**config.mk**
```make
export PLATFORM = sky130hd
export DESIGN_NAME = tlb_page_table_translate_flat
export DESIGN_NICKNAME = d
export VERILOG_FILES = /design/src/rtl/core/tlbpt_pkg.sv /design/src/rtl/core/tlbpt_ifs.sv /design/src/rtl/core/tlbpt_tlb.sv /design/src/rtl/core/tlb_page_table_translate.sv /design/src/flat_wrapper.sv
export SDC_FILE = /design/constraint.sdc
export NUM_CORES = 2
export LEC_CHECK = 0
export BUFFER_PORTS_ARGS = -buffer_cell sky130_fd_sc_hd__buf_2
export CAP_MARGIN = 10
export CORE_ASPECT_RATIO = 1.5
export CORE_MARGIN = 1.5
export CORE_UTILIZATION = 25
export CTS_CLUSTER_SIZE = 12
export DETAILED_ROUTE_END_ITERATION = 10
export PLACE_DENSITY = 0.42
export SYNTH_ARGS = -nofsm -noshare
export SYNTH_HDL_FRONTEND = slang
export SYNTH_SLANG_ARGS = --single-unit
```
**constraint.sdc**
```tcl
create_clock -name clk -period 16.1 [get_ports clk]
set_input_delay 2.415 -clock clk [delete_from_list [all_inputs] [get_ports clk]]
set_output_delay 2.415 -clock clk [all_outputs]
set_load 0.03 [all_outputs]
```
**src/rtl/core/tlbpt_pkg.sv**
```systemverilog
`timescale 1ns / 1ps
// ----------------------------------------------------------------------------
// tlbpt_pkg
// Shared sizes, types and structs of the TLB / page map translation block.
// ----------------------------------------------------------------------------
package tlbpt_pkg;

	localparam int TLB_SLOTS   = 16;
	localparam int SLOT_W      = $clog2(TLB_SLOTS);
	localparam int PAGE_COUNT  = 256;
	localparam int PAGE_W      = $clog2(PAGE_COUNT);
	localparam int FRAME_COUNT = 256;
	localparam int FRAME_W     = $clog2(FRAME_COUNT);
	localparam int OFFSET_BITS = 8;
	localparam int VA_W        = 16;
	localparam int PA_W        = 16;
	localparam int CNT_W       = 32;
	localparam int FRAMES_W    = 9;
	localparam logic [FRAMES_W-1:0] FRAMES_RESET = FRAMES_W'(256);
	localparam logic [FRAMES_W-1:0] FRAME_CAP    = FRAMES_W'(FRAME_COUNT);

	typedef logic [PAGE_W-1:0]      page_t;
	typedef logic [FRAME_W-1:0]     frame_t;
	typedef logic [OFFSET_BITS-1:0] offset_t;
	typedef logic [CNT_W-1:0]       count_t;

	typedef struct packed {
		logic   en;
		page_t  page;
		frame_t frame;
	} tlb_ins_t;

	typedef struct packed {
		logic   hit;
		frame_t frame;
	} tlb_look_t;

	function automatic count_t bump(input count_t c);
		bump = (c == '1) ? c : c + count_t'(1);
	endfunction

endpackage

```
**src/rtl/core/tlbpt_ifs.sv**
```systemverilog
`timescale 1ns / 1ps
// ----------------------------------------------------------------------------
// tlbpt_ifs
// Valid/ready channels of the translation block: request, response, config.
// ----------------------------------------------------------------------------
interface tlbpt_req_if;
	logic                        valid;
	logic                        ready;
	logic [tlbpt_pkg::VA_W-1:0]  virtual_address;

	modport source (output valid, output virtual_address, input ready);
	modport sink   (input valid, input virtual_address, output ready);
endinterface

interface tlbpt_rsp_if;
	logic                        valid;
	logic                        ready;
	logic [tlbpt_pkg::PA_W-1:0]  physical_address;
	logic                        tlb_hit;
	logic                        page_fault;
	logic                        no_free_frame;
	logic [tlbpt_pkg::CNT_W-1:0] translated_count;
	logic [tlbpt_pkg::CNT_W-1:0] fault_count;
	logic [tlbpt_pkg::CNT_W-1:0] hit_count;

	modport source (output valid, output physical_address, output tlb_hit,
		output page_fault, output no_free_frame, output translated_count,
		output fault_count, output hit_count, input ready);
	modport sink (input valid, input physical_address, input tlb_hit,
		input page_fault, input no_free_frame, input translated_count,
		input fault_count, input hit_count, output ready);
endinterface

interface tlbpt_cfg_if;
	logic                           valid;
	logic                           ready;
	logic [tlbpt_pkg::FRAMES_W-1:0] frames_in_use;

	modport source (output valid, output frames_in_use, input ready);
	modport sink   (input valid, input frames_in_use, output ready);
endinterface

```
**src/rtl/core/tlbpt_tlb.sv**
```systemverilog
`timescale 1ns / 1ps
// ----------------------------------------------------------------------------
// tlbpt_tlb
// Fully associative TLB with parallel compare and round-robin (FIFO) refill.
// ----------------------------------------------------------------------------
module tlbpt_tlb (
	input  logic                clk,
	input  logic                arst_n,
	input  tlbpt_pkg::page_t    page,
	output tlbpt_pkg::tlb_look_t look,
	input  tlbpt_pkg::tlb_ins_t ins
);

	logic [tlbpt_pkg::TLB_SLOTS-1:0] valid_q;
	tlbpt_pkg::page_t                page_q  [tlbpt_pkg::TLB_SLOTS];
	tlbpt_pkg::frame_t               frame_q [tlbpt_pkg::TLB_SLOTS];
	logic [tlbpt_pkg::SLOT_W-1:0]    slot_q;
	logic [tlbpt_pkg::TLB_SLOTS-1:0] match;

	always_comb begin
		for (int i = 0; i < tlbpt_pkg::TLB_SLOTS; i++) begin
			match[i] = valid_q[i] && (page_q[i] == page);
		end
	end

	// lowest matching slot wins
	always_comb begin
		look.hit   = 1'b0;
		look.frame = '0;
		for (int i = tlbpt_pkg::TLB_SLOTS - 1; i >= 0; i--) begin
			if (match[i]) begin
				look.hit   = 1'b1;
				look.frame = frame_q[i];
			end
		end
	end

	always_ff @(posedge clk or negedge arst_n) begin
		if (!arst_n) begin
			valid_q <= '0;
			slot_q  <= '0;
		end else if (ins.en) begin
			valid_q[slot_q] <= 1'b1;
			slot_q          <= slot_q + tlbpt_pkg::SLOT_W'(1);
		end
	end

	always_ff @(posedge clk) begin
		if (ins.en) begin
			page_q[slot_q]  <= ins.page;
			frame_q[slot_q] <= ins.frame;
		end
	end

endmodule

```
**src/rtl/core/tlb_page_table_translate.sv**
```systemverilog
`timescale 1ns / 1ps
// ----------------------------------------------------------------------------
// tlb_page_table_translate
// Virtual to physical translation: TLB lookup, page map read on miss,
// frame allocation on page fault, FIFO TLB refill and saturating counters.
// A request word waits in busy_s1 while its page map read is registered, then
// its result goes to the response register, held while a response is untaken;
// the map/TLB update completes before the next word is accepted and read.
// A response word waiting in the output register does not block a new request.
// Reset clears TLB valid bits, map valid bits, counters and the free-frame
// pointer at once; frames_in_use returns to 256. No clearing pass.
// ----------------------------------------------------------------------------
module tlb_page_table_translate (
	input  logic        clk,
	input  logic        arst_n,
	tlbpt_req_if.sink   req,
	tlbpt_rsp_if.source rsp,
	tlbpt_cfg_if.sink   cfg
);

	logic [tlbpt_pkg::FRAMES_W-1:0]   frames_in_use_q;
	logic [tlbpt_pkg::FRAMES_W-1:0]   next_free_q;
	logic [tlbpt_pkg::PAGE_COUNT-1:0] map_valid_q;
	tlbpt_pkg::frame_t                map_mem [tlbpt_pkg::PAGE_COUNT];
	tlbpt_pkg::frame_t                map_rd_s1;
	logic                             busy_s1;
	tlbpt_pkg::page_t                 page_s1;
	tlbpt_pkg::offset_t               off_s1;
	tlbpt_pkg::count_t                addr_cnt_q;
	tlbpt_pkg::count_t                fault_cnt_q;
	tlbpt_pkg::count_t                hit_cnt_q;
	logic                             rsp_valid_q;

	logic                             accept;
	logic                             done;
	tlbpt_pkg::page_t                 req_page;
	tlbpt_pkg::tlb_look_t             look;
	tlbpt_pkg::tlb_ins_t              ins;
	logic                             map_hit;
	logic                             fault;
	logic                             alloc;
	logic                             none;
	logic [tlbpt_pkg::FRAMES_W-1:0]   cap;
	tlbpt_pkg::frame_t                frame;

	assign cfg.ready = 1'b1;
	assign req.ready = !busy_s1;
	assign accept    = req.valid && !busy_s1;
	assign req_page  = req.virtual_address[tlbpt_pkg::OFFSET_BITS +: tlbpt_pkg::PAGE_W];
	assign done      = busy_s1 && (!rsp_valid_q || rsp.ready);

	tlbpt_tlb u_tlb (
		.clk    (clk),
		.arst_n (arst_n),
		.page   (page_s1),
		.look   (look),
		.ins    (ins)
	);

	always_comb begin
		map_hit = map_valid_q[page_s1];
		cap     = (frames_in_use_q > tlbpt_pkg::FRAME_CAP) ? tlbpt_pkg::FRAME_CAP
			: frames_in_use_q;
		fault   = !look.hit && !map_hit;
		alloc   = fault && (next_free_q < cap);
		none    = fault && !alloc;
		priority if (look.hit) begin
			frame = look.frame;
		end else if (map_hit) begin
			frame = map_rd_s1;
		end else begin
			frame = next_free_q[tlbpt_pkg::FRAME_W-1:0];
		end
		ins.en    = done && !look.hit && !none;
		ins.page  = page_s1;
		ins.frame = frame;
	end

	// page map: one write, one registered read
	always_ff @(posedge clk) begin
		if (done && alloc) begin
			map_mem[page_s1] <= frame;
		end
		if (accept) begin
			map_rd_s1 <= map_mem[req_page];
		end
	end

	always_ff @(posedge clk or negedge arst_n) begin
		if (!arst_n) begin
			frames_in_use_q <= tlbpt_pkg::FRAMES_RESET;
			next_free_q     <= '0;
			map_valid_q     <= '0;
			busy_s1         <= 1'b0;
			addr_cnt_q      <= '0;
			fault_cnt_q     <= '0;
			hit_cnt_q       <= '0;
			rsp_valid_q     <= 1'b0;
		end else begin
			if (cfg.valid) begin
				frames_in_use_q <= cfg.frames_in_use;
			end
			if (accept) begin
				busy_s1 <= 1'b1;
			end else if (done) begin
				busy_s1 <= 1'b0;
			end
			if (done) begin
				rsp_valid_q <= 1'b1;
				addr_cnt_q  <= tlbpt_pkg::bump(addr_cnt_q);
				if (fault) begin
					fault_cnt_q <= tlbpt_pkg::bump(fault_cnt_q);
				end
				if (look.hit) begin
					hit_cnt_q <= tlbpt_pkg::bump(hit_cnt_q);
				end
				if (alloc) begin
					map_valid_q[page_s1] <= 1'b1;
					next_free_q          <= next_free_q + tlbpt_pkg::FRAMES_W'(1);
				end
			end else if (rsp.ready) begin
				rsp_valid_q <= 1'b0;
			end
		end
	end

	always_ff @(posedge clk) begin
		if (accept) begin
			page_s1 <= req_page;
			off_s1  <= req.virtual_address[tlbpt_pkg::OFFSET_BITS-1:0];
		end
		if (done) begin
			rsp.physical_address <= none ? '0 : {frame, off_s1};
			rsp.tlb_hit          <= look.hit;
			rsp.page_fault       <= fault;
			rsp.no_free_frame    <= none;
		end
	end

	assign rsp.valid            = rsp_valid_q;
	assign rsp.translated_count = addr_cnt_q;
	assign rsp.fault_count      = fault_cnt_q;
	assign rsp.hit_count        = hit_cnt_q;

	a_nofree_is_fault: assert property (@(posedge clk) disable iff (!arst_n)
		rsp_valid_q && rsp.no_free_frame |-> rsp.page_fault && rsp.physical_address == '0)
		else $error("no_free_frame without page fault or with nonzero address");

	a_hit_no_fault: assert property (@(posedge clk) disable iff (!arst_n)
		rsp_valid_q |-> !(rsp.tlb_hit && rsp.page_fault))
		else $error("TLB hit and page fault together");

	a_free_bound: assert property (@(posedge clk) disable iff (!arst_n)
		next_free_q <= tlbpt_pkg::FRAME_CAP)
		else $error("free-frame pointer beyond frame pool");

	a_alloc_advance: assert property (@(posedge clk) disable iff (!arst_n)
		done && alloc |=> next_free_q == $past(next_free_q) + tlbpt_pkg::FRAMES_W'(1))
		else $error("free-frame pointer did not advance on allocation");

	a_no_read_in_flight: assert property (@(posedge clk) disable iff (!arst_n)
		busy_s1 && !done |=> busy_s1 && $stable(page_s1))
		else $error("pending item lost before completion");

endmodule
```
**src/flat_wrapper.sv**
```systemverilog
// flat-port wrapper written by rule: the top's interface ports become plain ports
module tlb_page_table_translate_flat 
  (clk, arst_n, req_valid, req_virtual_address, req_ready, rsp_valid, rsp_physical_address, rsp_tlb_hit, rsp_page_fault, rsp_no_free_frame, rsp_translated_count, rsp_fault_count, rsp_hit_count, rsp_ready, cfg_valid, cfg_frames_in_use, cfg_ready);
  tlbpt_req_if req_i ();
  tlbpt_rsp_if rsp_i ();
  tlbpt_cfg_if cfg_i ();
  input  logic clk;
  input  logic arst_n;
  input wire logic [$bits(req_i.valid)-1:0] req_valid;
  input wire logic [$bits(req_i.virtual_address)-1:0] req_virtual_address;
  output wire logic [$bits(req_i.ready)-1:0] req_ready;
  output wire logic [$bits(rsp_i.valid)-1:0] rsp_valid;
  output wire logic [$bits(rsp_i.physical_address)-1:0] rsp_physical_address;
  output wire logic [$bits(rsp_i.tlb_hit)-1:0] rsp_tlb_hit;
  output wire logic [$bits(rsp_i.page_fault)-1:0] rsp_page_fault;
  output wire logic [$bits(rsp_i.no_free_frame)-1:0] rsp_no_free_frame;
  output wire logic [$bits(rsp_i.translated_count)-1:0] rsp_translated_count;
  output wire logic [$bits(rsp_i.fault_count)-1:0] rsp_fault_count;
  output wire logic [$bits(rsp_i.hit_count)-1:0] rsp_hit_count;
  input wire logic [$bits(rsp_i.ready)-1:0] rsp_ready;
  input wire logic [$bits(cfg_i.valid)-1:0] cfg_valid;
  input wire logic [$bits(cfg_i.frames_in_use)-1:0] cfg_frames_in_use;
  output wire logic [$bits(cfg_i.ready)-1:0] cfg_ready;
  assign req_i.valid = req_valid;
  assign req_i.virtual_address = req_virtual_address;
  assign req_ready = req_i.ready;
  assign rsp_valid = rsp_i.valid;
  assign rsp_physical_address = rsp_i.physical_address;
  assign rsp_tlb_hit = rsp_i.tlb_hit;
  assign rsp_page_fault = rsp_i.page_fault;
  assign rsp_no_free_frame = rsp_i.no_free_frame;
  assign rsp_translated_count = rsp_i.translated_count;
  assign rsp_fault_count = rsp_i.fault_count;
  assign rsp_hit_count = rsp_i.hit_count;
  assign rsp_i.ready = rsp_ready;
  assign cfg_i.valid = cfg_valid;
  assign cfg_i.frames_in_use = cfg_frames_in_use;
  assign cfg_ready = cfg_i.ready;
  tlb_page_table_translate u_core (.clk(clk), .arst_n(arst_n), .req(req_i), .rsp(rsp_i), .cfg(cfg_i));
endmodule
```
==> Word level (Yosys, flattened, before mapping) <==
Memory sizes are Yosys's and may differ from the RTL's. A register that Yosys moved wholly into a read port is not among the register bits.
Cells that the tools add are included.
{ "word_totals": {"latchBits": 0, "out_inout_bits": 118, "ramBits": 2304, "input_bits": 30, "mem_bits_ro": 0, "register_bits": 427, "wordCells": 126, "mem_count": 3} }
{ "mem_list": {"columns": ["memory", "depth", "word_bits", "rd", "rd_ports_with_merged_regs", "write_ports", "line_no", "text"], "rows": [
  ["u_core.map_mem", 256, 8, 1, 1, 1, "tlb_page_table_translate.sv:24", "tlbpt_pkg::frame_t map_mem [tlbpt_pkg::PAGE_COUNT];"],
  ["u_core.u_tlb.frame_q", 16, 8, 16, 0, 1, "tlbpt_tlb.sv:16", "tlbpt_pkg::frame_t frame_q [tlbpt_pkg::TLB_SLOTS];"],
  ["u_core.u_tlb.page_q", 16, 8, 16, 0, 1, "tlbpt_tlb.sv:15", "tlbpt_pkg::page_t page_q [tlbpt_pkg::TLB_SLOTS];"]
]} }
{ "op_classes": {"bitwise_logic": 5, "n_mux": 33, "div_mod_pow": 0, "add_sub_neg": 5, "order_cmp": 6, "n_eq_ne": 19, "n_reduce_logical": 39, "mul": 0, "n_shift": 0} }
{ "op_table": {"columns": ["cell", "n"], "rows": [
  ["$or A256 B256 Y256", 1],
  ["$mux W9", 17],
  ["$eq A8 B8 Y1", 16],
  ["$add A32 B1 Y32 const B", 3],
  ["$eq A32 B32 Y1 const B", 3],
  ["$logic_and A1 B1 Y1", 26],
  ["$mux W8", 2],
  ["$or A16 B16 Y16", 1],
  ["$mux W1", 11],
  ["$add A9 B1 Y9 const B", 1],
  ["$gt A9 B9 Y1 const B", 1],
  ["$lt A8 B9 Y1 const B", 1],
  ["$lt A9 B9 Y1", 1],
  ["$bmux W1 S8", 1],
  ["$demux W1 S8", 1],
  ["$ge A8 B1 Y1 const B", 1],
  ["$logic_not A1 Y1", 6],
  ["$reduce_and A3 Y1", 2],
  ["$lt A4 B5 Y1 const B", 1],
  ["$add A4 B1 Y4 const B", 1],
  ["$demux W1 S4", 1],
  ["$ge A4 B1 Y1 const B", 1],
  ["$reduce_and A2 Y1", 2],
  ["$reduce_bool A2 Y1", 2],
  ["other kinds (2)", 4]
]} }

==> Logic depth before layout (Yosys ltp) <==
An unclocked memory read counts as a cell.
{ "logic_depth": {"depth_word": 28, "ltp_mapped": 17} }

==> Cells and area by module <==
A second synthesis with hierarchy kept.
{ "unflattened": {"hier_cells": 5412, "hier_area_um2": 109765.3} }
{ "modules_own_cells": {"columns": ["mod", "instances", "area_per_inst_um2", "cells_per_inst"], "rows": [
  ["tlb_page_table_translate", 1, 97843.8, 4606],
  ["tlbpt_tlb", 1, 11921.4, 806]
]} }

==> Worst setup path before layout <==
OpenSTA, ideal clock, no wires.
{ "synth_timing": {"path_kind": "register to register", "startpoint": "register u_core.page_s1[1]", "endpoint": "memory u_core.map_mem[0][6] (netlist name) (data pin)", "slack_ps": 467, "n_path_buf": 5, "required_ps": 13789, "setup_time_ps": 2311, "path_stages_with_launch": 14, "arrival_time_ps": 13322, "cell_sequence": "edfxtp_1 > buf_2 > buf_6 > buf_4 > buf_2 > mux4_2 > mux2i_1 > nand2_1 > nand4_1 > o2111ai_1 > nand2_1 > buf_2 > mux2i_1 > o21ai_0"} }
{ "synth_via": {"elab_chain_cells": 19, "word_cells_on_any_way": 52, "classes_between": "eq/ne: 16; mux: 20; reduce/logical: 16"} }
{ "synth_rtl": {"columns": ["item", "line_no", "text"], "rows": [
  ["start: declaration", "tlb_page_table_translate.sv:27", "tlbpt_pkg::page_t page_s1;"],
  ["start signal: assignment", "tlb_page_table_translate.sv:129", "page_s1 <= req_page;"],
  ["$eq A8 B8 Y1", "tlbpt_tlb.sv:22", "match[i] = valid_q[i] && (page_q[i] == page);"],
  ["$logic_and A1 B1 Y1", "tlbpt_tlb.sv:22", null],
  ["$mux W9 (16 in a row)", "tlbpt_tlb.sv:31", "if (match[i]) begin"],
  ["$mux W8 (*)", "tlb_page_table_translate.sv:67", "priority if (look.hit) begin"],
  ["named net u_core.frame[6]", "tlb_page_table_translate.sv:44", "tlbpt_pkg::frame_t frame;"],
  ["end: declaration", "tlb_page_table_translate.sv:24", null]
]} }
The timed path passes the listed nets; every way through them passes the cells marked *. The select of a mux whose other input is x is not followed.

==> Worst setup path in the final report <==
{ "layout_timing": {"startpoint": "register u_core.page_s1[0]", "endpoint": "memory u_core.map_mem[151][7] (netlist name) (enable)"} }
{ "layout_via": {"elab_chain_cells": 24, "word_cells_on_any_way": 57, "classes_between": "eq/ne: 16; mux: 20; reduce/logical: 21"} }
{ "layout_rtl": {"columns": ["item", "line_no", "text"], "rows": [
  ["$eq A8 B8 Y1", "tlbpt_tlb.sv:22", null],
  ["$logic_and A1 B1 Y1", "tlbpt_tlb.sv:22", null],
  ["$mux W9 (16 in a row)", "tlbpt_tlb.sv:31", null],
  ["$logic_not A1 Y1", "tlb_page_table_translate.sv:64", "fault = !look.hit && !map_hit;"],
  ["$logic_and A1 B1 Y1", "tlb_page_table_translate.sv:64", null],
  ["$logic_and A1 B1 Y1", "tlb_page_table_translate.sv:65", "alloc = fault && (next_free_q < cap);"],
  ["$logic_and A1 B1 Y1", "tlb_page_table_translate.sv:81", "if (done && alloc) begin"],
  ["$mux W1", "tlb_page_table_translate.sv:81", null],
  ["$mux W1 (implied by the code)", "tlb_page_table_translate.sv:82", "map_mem[page_s1] <= frame;"]
]} }
Parallel ways exist; a longest one is shown, timed or not. The select of a mux whose other input is x is not followed.

==> flow_summary.ini <==
[grt]
overflow = 0
grt_pass1_wl_mm = 461.0
antenna_found_initial = 12
grt_pass1_vias = 56520
gr-usage-all-layers = 0.1475
grt_max_degree = 200

[drt]
route.met2.wl_mm = 181.3
wl_per_cell_um = 28.07
routed_wl_mm = 328.3
detail-route-antenna-nets = 0
met3_length_mm = 13.02
firstDrtPassIters = 6
drt_iter0_markers = 3673
highest_layer = met5
via_count = 52680
drc = 0
vias_per_cell = 4.505
wl_met1_mm = 121.2

[timing]
max_slew.worst_pin.slew_ns = 1.368
final.setup.tns_ns = 0
rsz0062_at_grt = no
period_minus_slack_ns = 7.252
finalHoldViolations = 0
worst_slack_ns = 8.848
period_share = 0.4505
max_slew_margin = 0.08118
fmax_ghz = 0.1379
whs_ns = 0.4558
setup_viol = 0
maxSlewViolCount = 0
skew_ns = 0.06801

[clocking]
cts_setup_buffers = 0
cts_buffers = 287
cts_tree = yes
clk_pin_slew_ns = 0.06
clk_latency_ns = 0.90
clock_path_buffers = 4
htreeDepth = 5
cts_resized = 0
holdBufCountCts = 0
clock-sinks = 2739
cts-root-buf = clkbuf_16

[yosys]
synth_top_area_share = 0.6461
synth_cell_types = 60
seq_area_frac_synth = 0.7360
synthTopCellsByCount = edfxtp_1, mux4_2, dfrtp_1
synth_edf_count = 2347
synthTopCellsByArea = edfxtp_1, mux4_2, dfrtp_1
ys_warn_count = 0
async_flop_share = 0.1431
syn_inst = 5358
synth_flop_cell = edfxtp_1
syn_area_um2 = 109100
yosys_register_bits = 2739
yosysMostFrequentCell = edfxtp_1
syn-num-nets = 5404
synth.avg_cell_area_um2 = 20.36
synth_largest_area_cell = edfxtp_1

[critical_path]
crit_fanout = 59
worst_path_max_delay_cell = nor3_2
cp_cell_sequence = buf_12 -> mux4_2 -> mux4_2 -> a22oi_1 -> and3_1 -> o2111ai_1 -> nand2_1 -> or3b_4 -> buf_4 -> buf_4 -> nor3_2
cp-startpoint = u_core.page_s1[0]$_DFFE_PP_
cp-end-kind = flop
crit_type = flop to flop
crit_required_ns = 16.58
r2r-start = u_core.page_s1[0]$_DFFE_PP_
worstPathArrival_ns = 7.73
timing.critical_path.from_type = flop
crit_path_max_incr_delay_ns = 1.03

[die]
initial_core_util = 0.2515
die_x_um = 542.4
rows = 296
ios = 148
chipHeight_um = 812.0
dieArea_um2 = 440400
core_area_um2 = 433700

[layout]
syn_to_final_growth_pct = 15.49
num-nets-final = 5709
fill_cells = 42510
drive_gt1_frac = 0.2971

[min_path]
min_from = u_core.map_valid_q[222]$_DFFE_PN0P_
hp-class = flop to flop

[placement]
dp.final_hpwl_mm = 214.3
io_buffers = 146
place.gp.congestion = 0.8187
pre_cts_ws_ns = 7.758

[job]
drv_cap = 0

[outcome]
status = completed

[power]
power_density_nw_per_um2 = 141.9
irDropWorstVdd_mv = 0.1311
p_leak_uw = 0.04132
[area by class of cell]
cell class                      count  area [um2]  share of cell area
Antenna cell                       12       30.03           0.0002384
Clock inverter                     48       486.7            0.003863
Inverter                           26       97.59           0.0007747
Clock buffer                      449        8150             0.06469
Sequential cell                  2739       80290              0.6373
Tap cell                         5811        7271             0.05771
Timing Repair Buffer              310        2087             0.01657
Multi-Input combinational cell   2299       27570              0.2189
[metal layers]
metal  GRT usage  vias up
met5           0        -
met4     0.05366        4
met3     0.02079      426
met2      0.2821     1237
met1      0.1637    28710
li1            -    22300
[logic make-up after synthesis]
| logic type | share of synthesized area |
|---|---|
| AOI/OAI and AO/OA | 0.009531 |
| other | 0.00003438 |
| adders and majority gates | 0.001835 |
| DFF | 0.7360 |
| and+or+nand+nor | 0.06214 |
| buffers and inverters | 0.01369 |
| xor gates and xnor gates | 0.01863 |
| muxes | 0.1581 |
[where the power goes]
part	internal [uW]	total (uW)	switching (uW)
clock network	3540	6360	2820
logic	557	2540	1990
registers	8810	8960	155
total	12900	17900	4960
[stage by stage]
step	cell area (um2)	power (uW)	util	std cells
floorplan	109100	10770	-	5358
global placement	117200	11670	0.2702	11170
detailed placement	117300	11740	0.2705	11180
CTS	125900	18140	0.2904	11680
global route	126000	18490	0.2904	11690
finish	126000	17870	0.2905	11690
[worst max-delay path: cells and delay by family (launching register included)]
kind | cells | cell delay (ns)
AND/OR/NAND/NOR | 4 | 2.77
multiplexers | 2 | 1.30
buffers and inverters | 3 | 1.38
flip-flops | 1 | 0.37
AO/OA/AOI/OAI | 2 | 0.80
[sequential cells by signal, indices dropped and copies added (netlist names)]
name,flops
u_core.rsp.hit_count,32
u_core.off_s1,8
u_core.map_rd_s1,8
u_core.u_tlb.slot_q,4
u_core.u_tlb.page_q,128
u_core.rsp.physical_address,16
u_core.rsp.tlb_hit,1
u_core.rsp.valid,1
u_core.next_free_q,9
u_core.map_mem,2048
u_core.rsp.page_fault,1
u_core.rsp.no_free_frame,1
u_core.rsp.fault_count,32
u_core.frames_in_use_q,9
u_core.u_tlb.frame_q,128
u_core.map_valid_q,256
u_core.u_tlb.valid_q,16
u_core.page_s1,8
u_core.busy_s1,1
u_core.rsp.translated_count,32
[placed cells by master, fill, tap and decap left out, drive strengths merged, types with 7 or more instances in the layout]
cell type,count
dfrtp,391
o211ai,9
o221ai,7
clkbuf,449
nor3,299
a21oi,26
a31o,17
a22oi,15
nand3,80
clkinv,38
o21ai,30
nand4,50
mux4,738
ha,16
nor2,83
edfxtp,2347
nand2,182
and3,37
inv,32
and2,16
or2,260
mux2i,36
mux2,24
buf,310
nor4,29
nor2b,18
diode,12
a211oi,7
xor2,77
or3,12
and4,13
nand2b,13
xnor2,155
[worst paths after layout]
kind	endpoint	slack (ns)	depth (start not counted)
setup / recovery	u_core.map_mem[151][7]$_DFFE_PP_	8.85	11
hold / removal	u_core.map_valid_q[222]$_DFFE_PN0P_	0.46	1
setup reg to reg	u_core.map_mem[151][7]$_DFFE_PP_	8.85	11
hold reg to reg	u_core.map_valid_q[222]$_DFFE_PN0P_	0.46	1
max in group asynchronous	u_core.map_valid_q[32]$_DFFE_PN0P_	12.37	3
min in group asynchronous	u_core.u_tlb.valid_q[6]$_DFFE_PN0P_	1.52	1
Power figures use the tool's default switching activity.
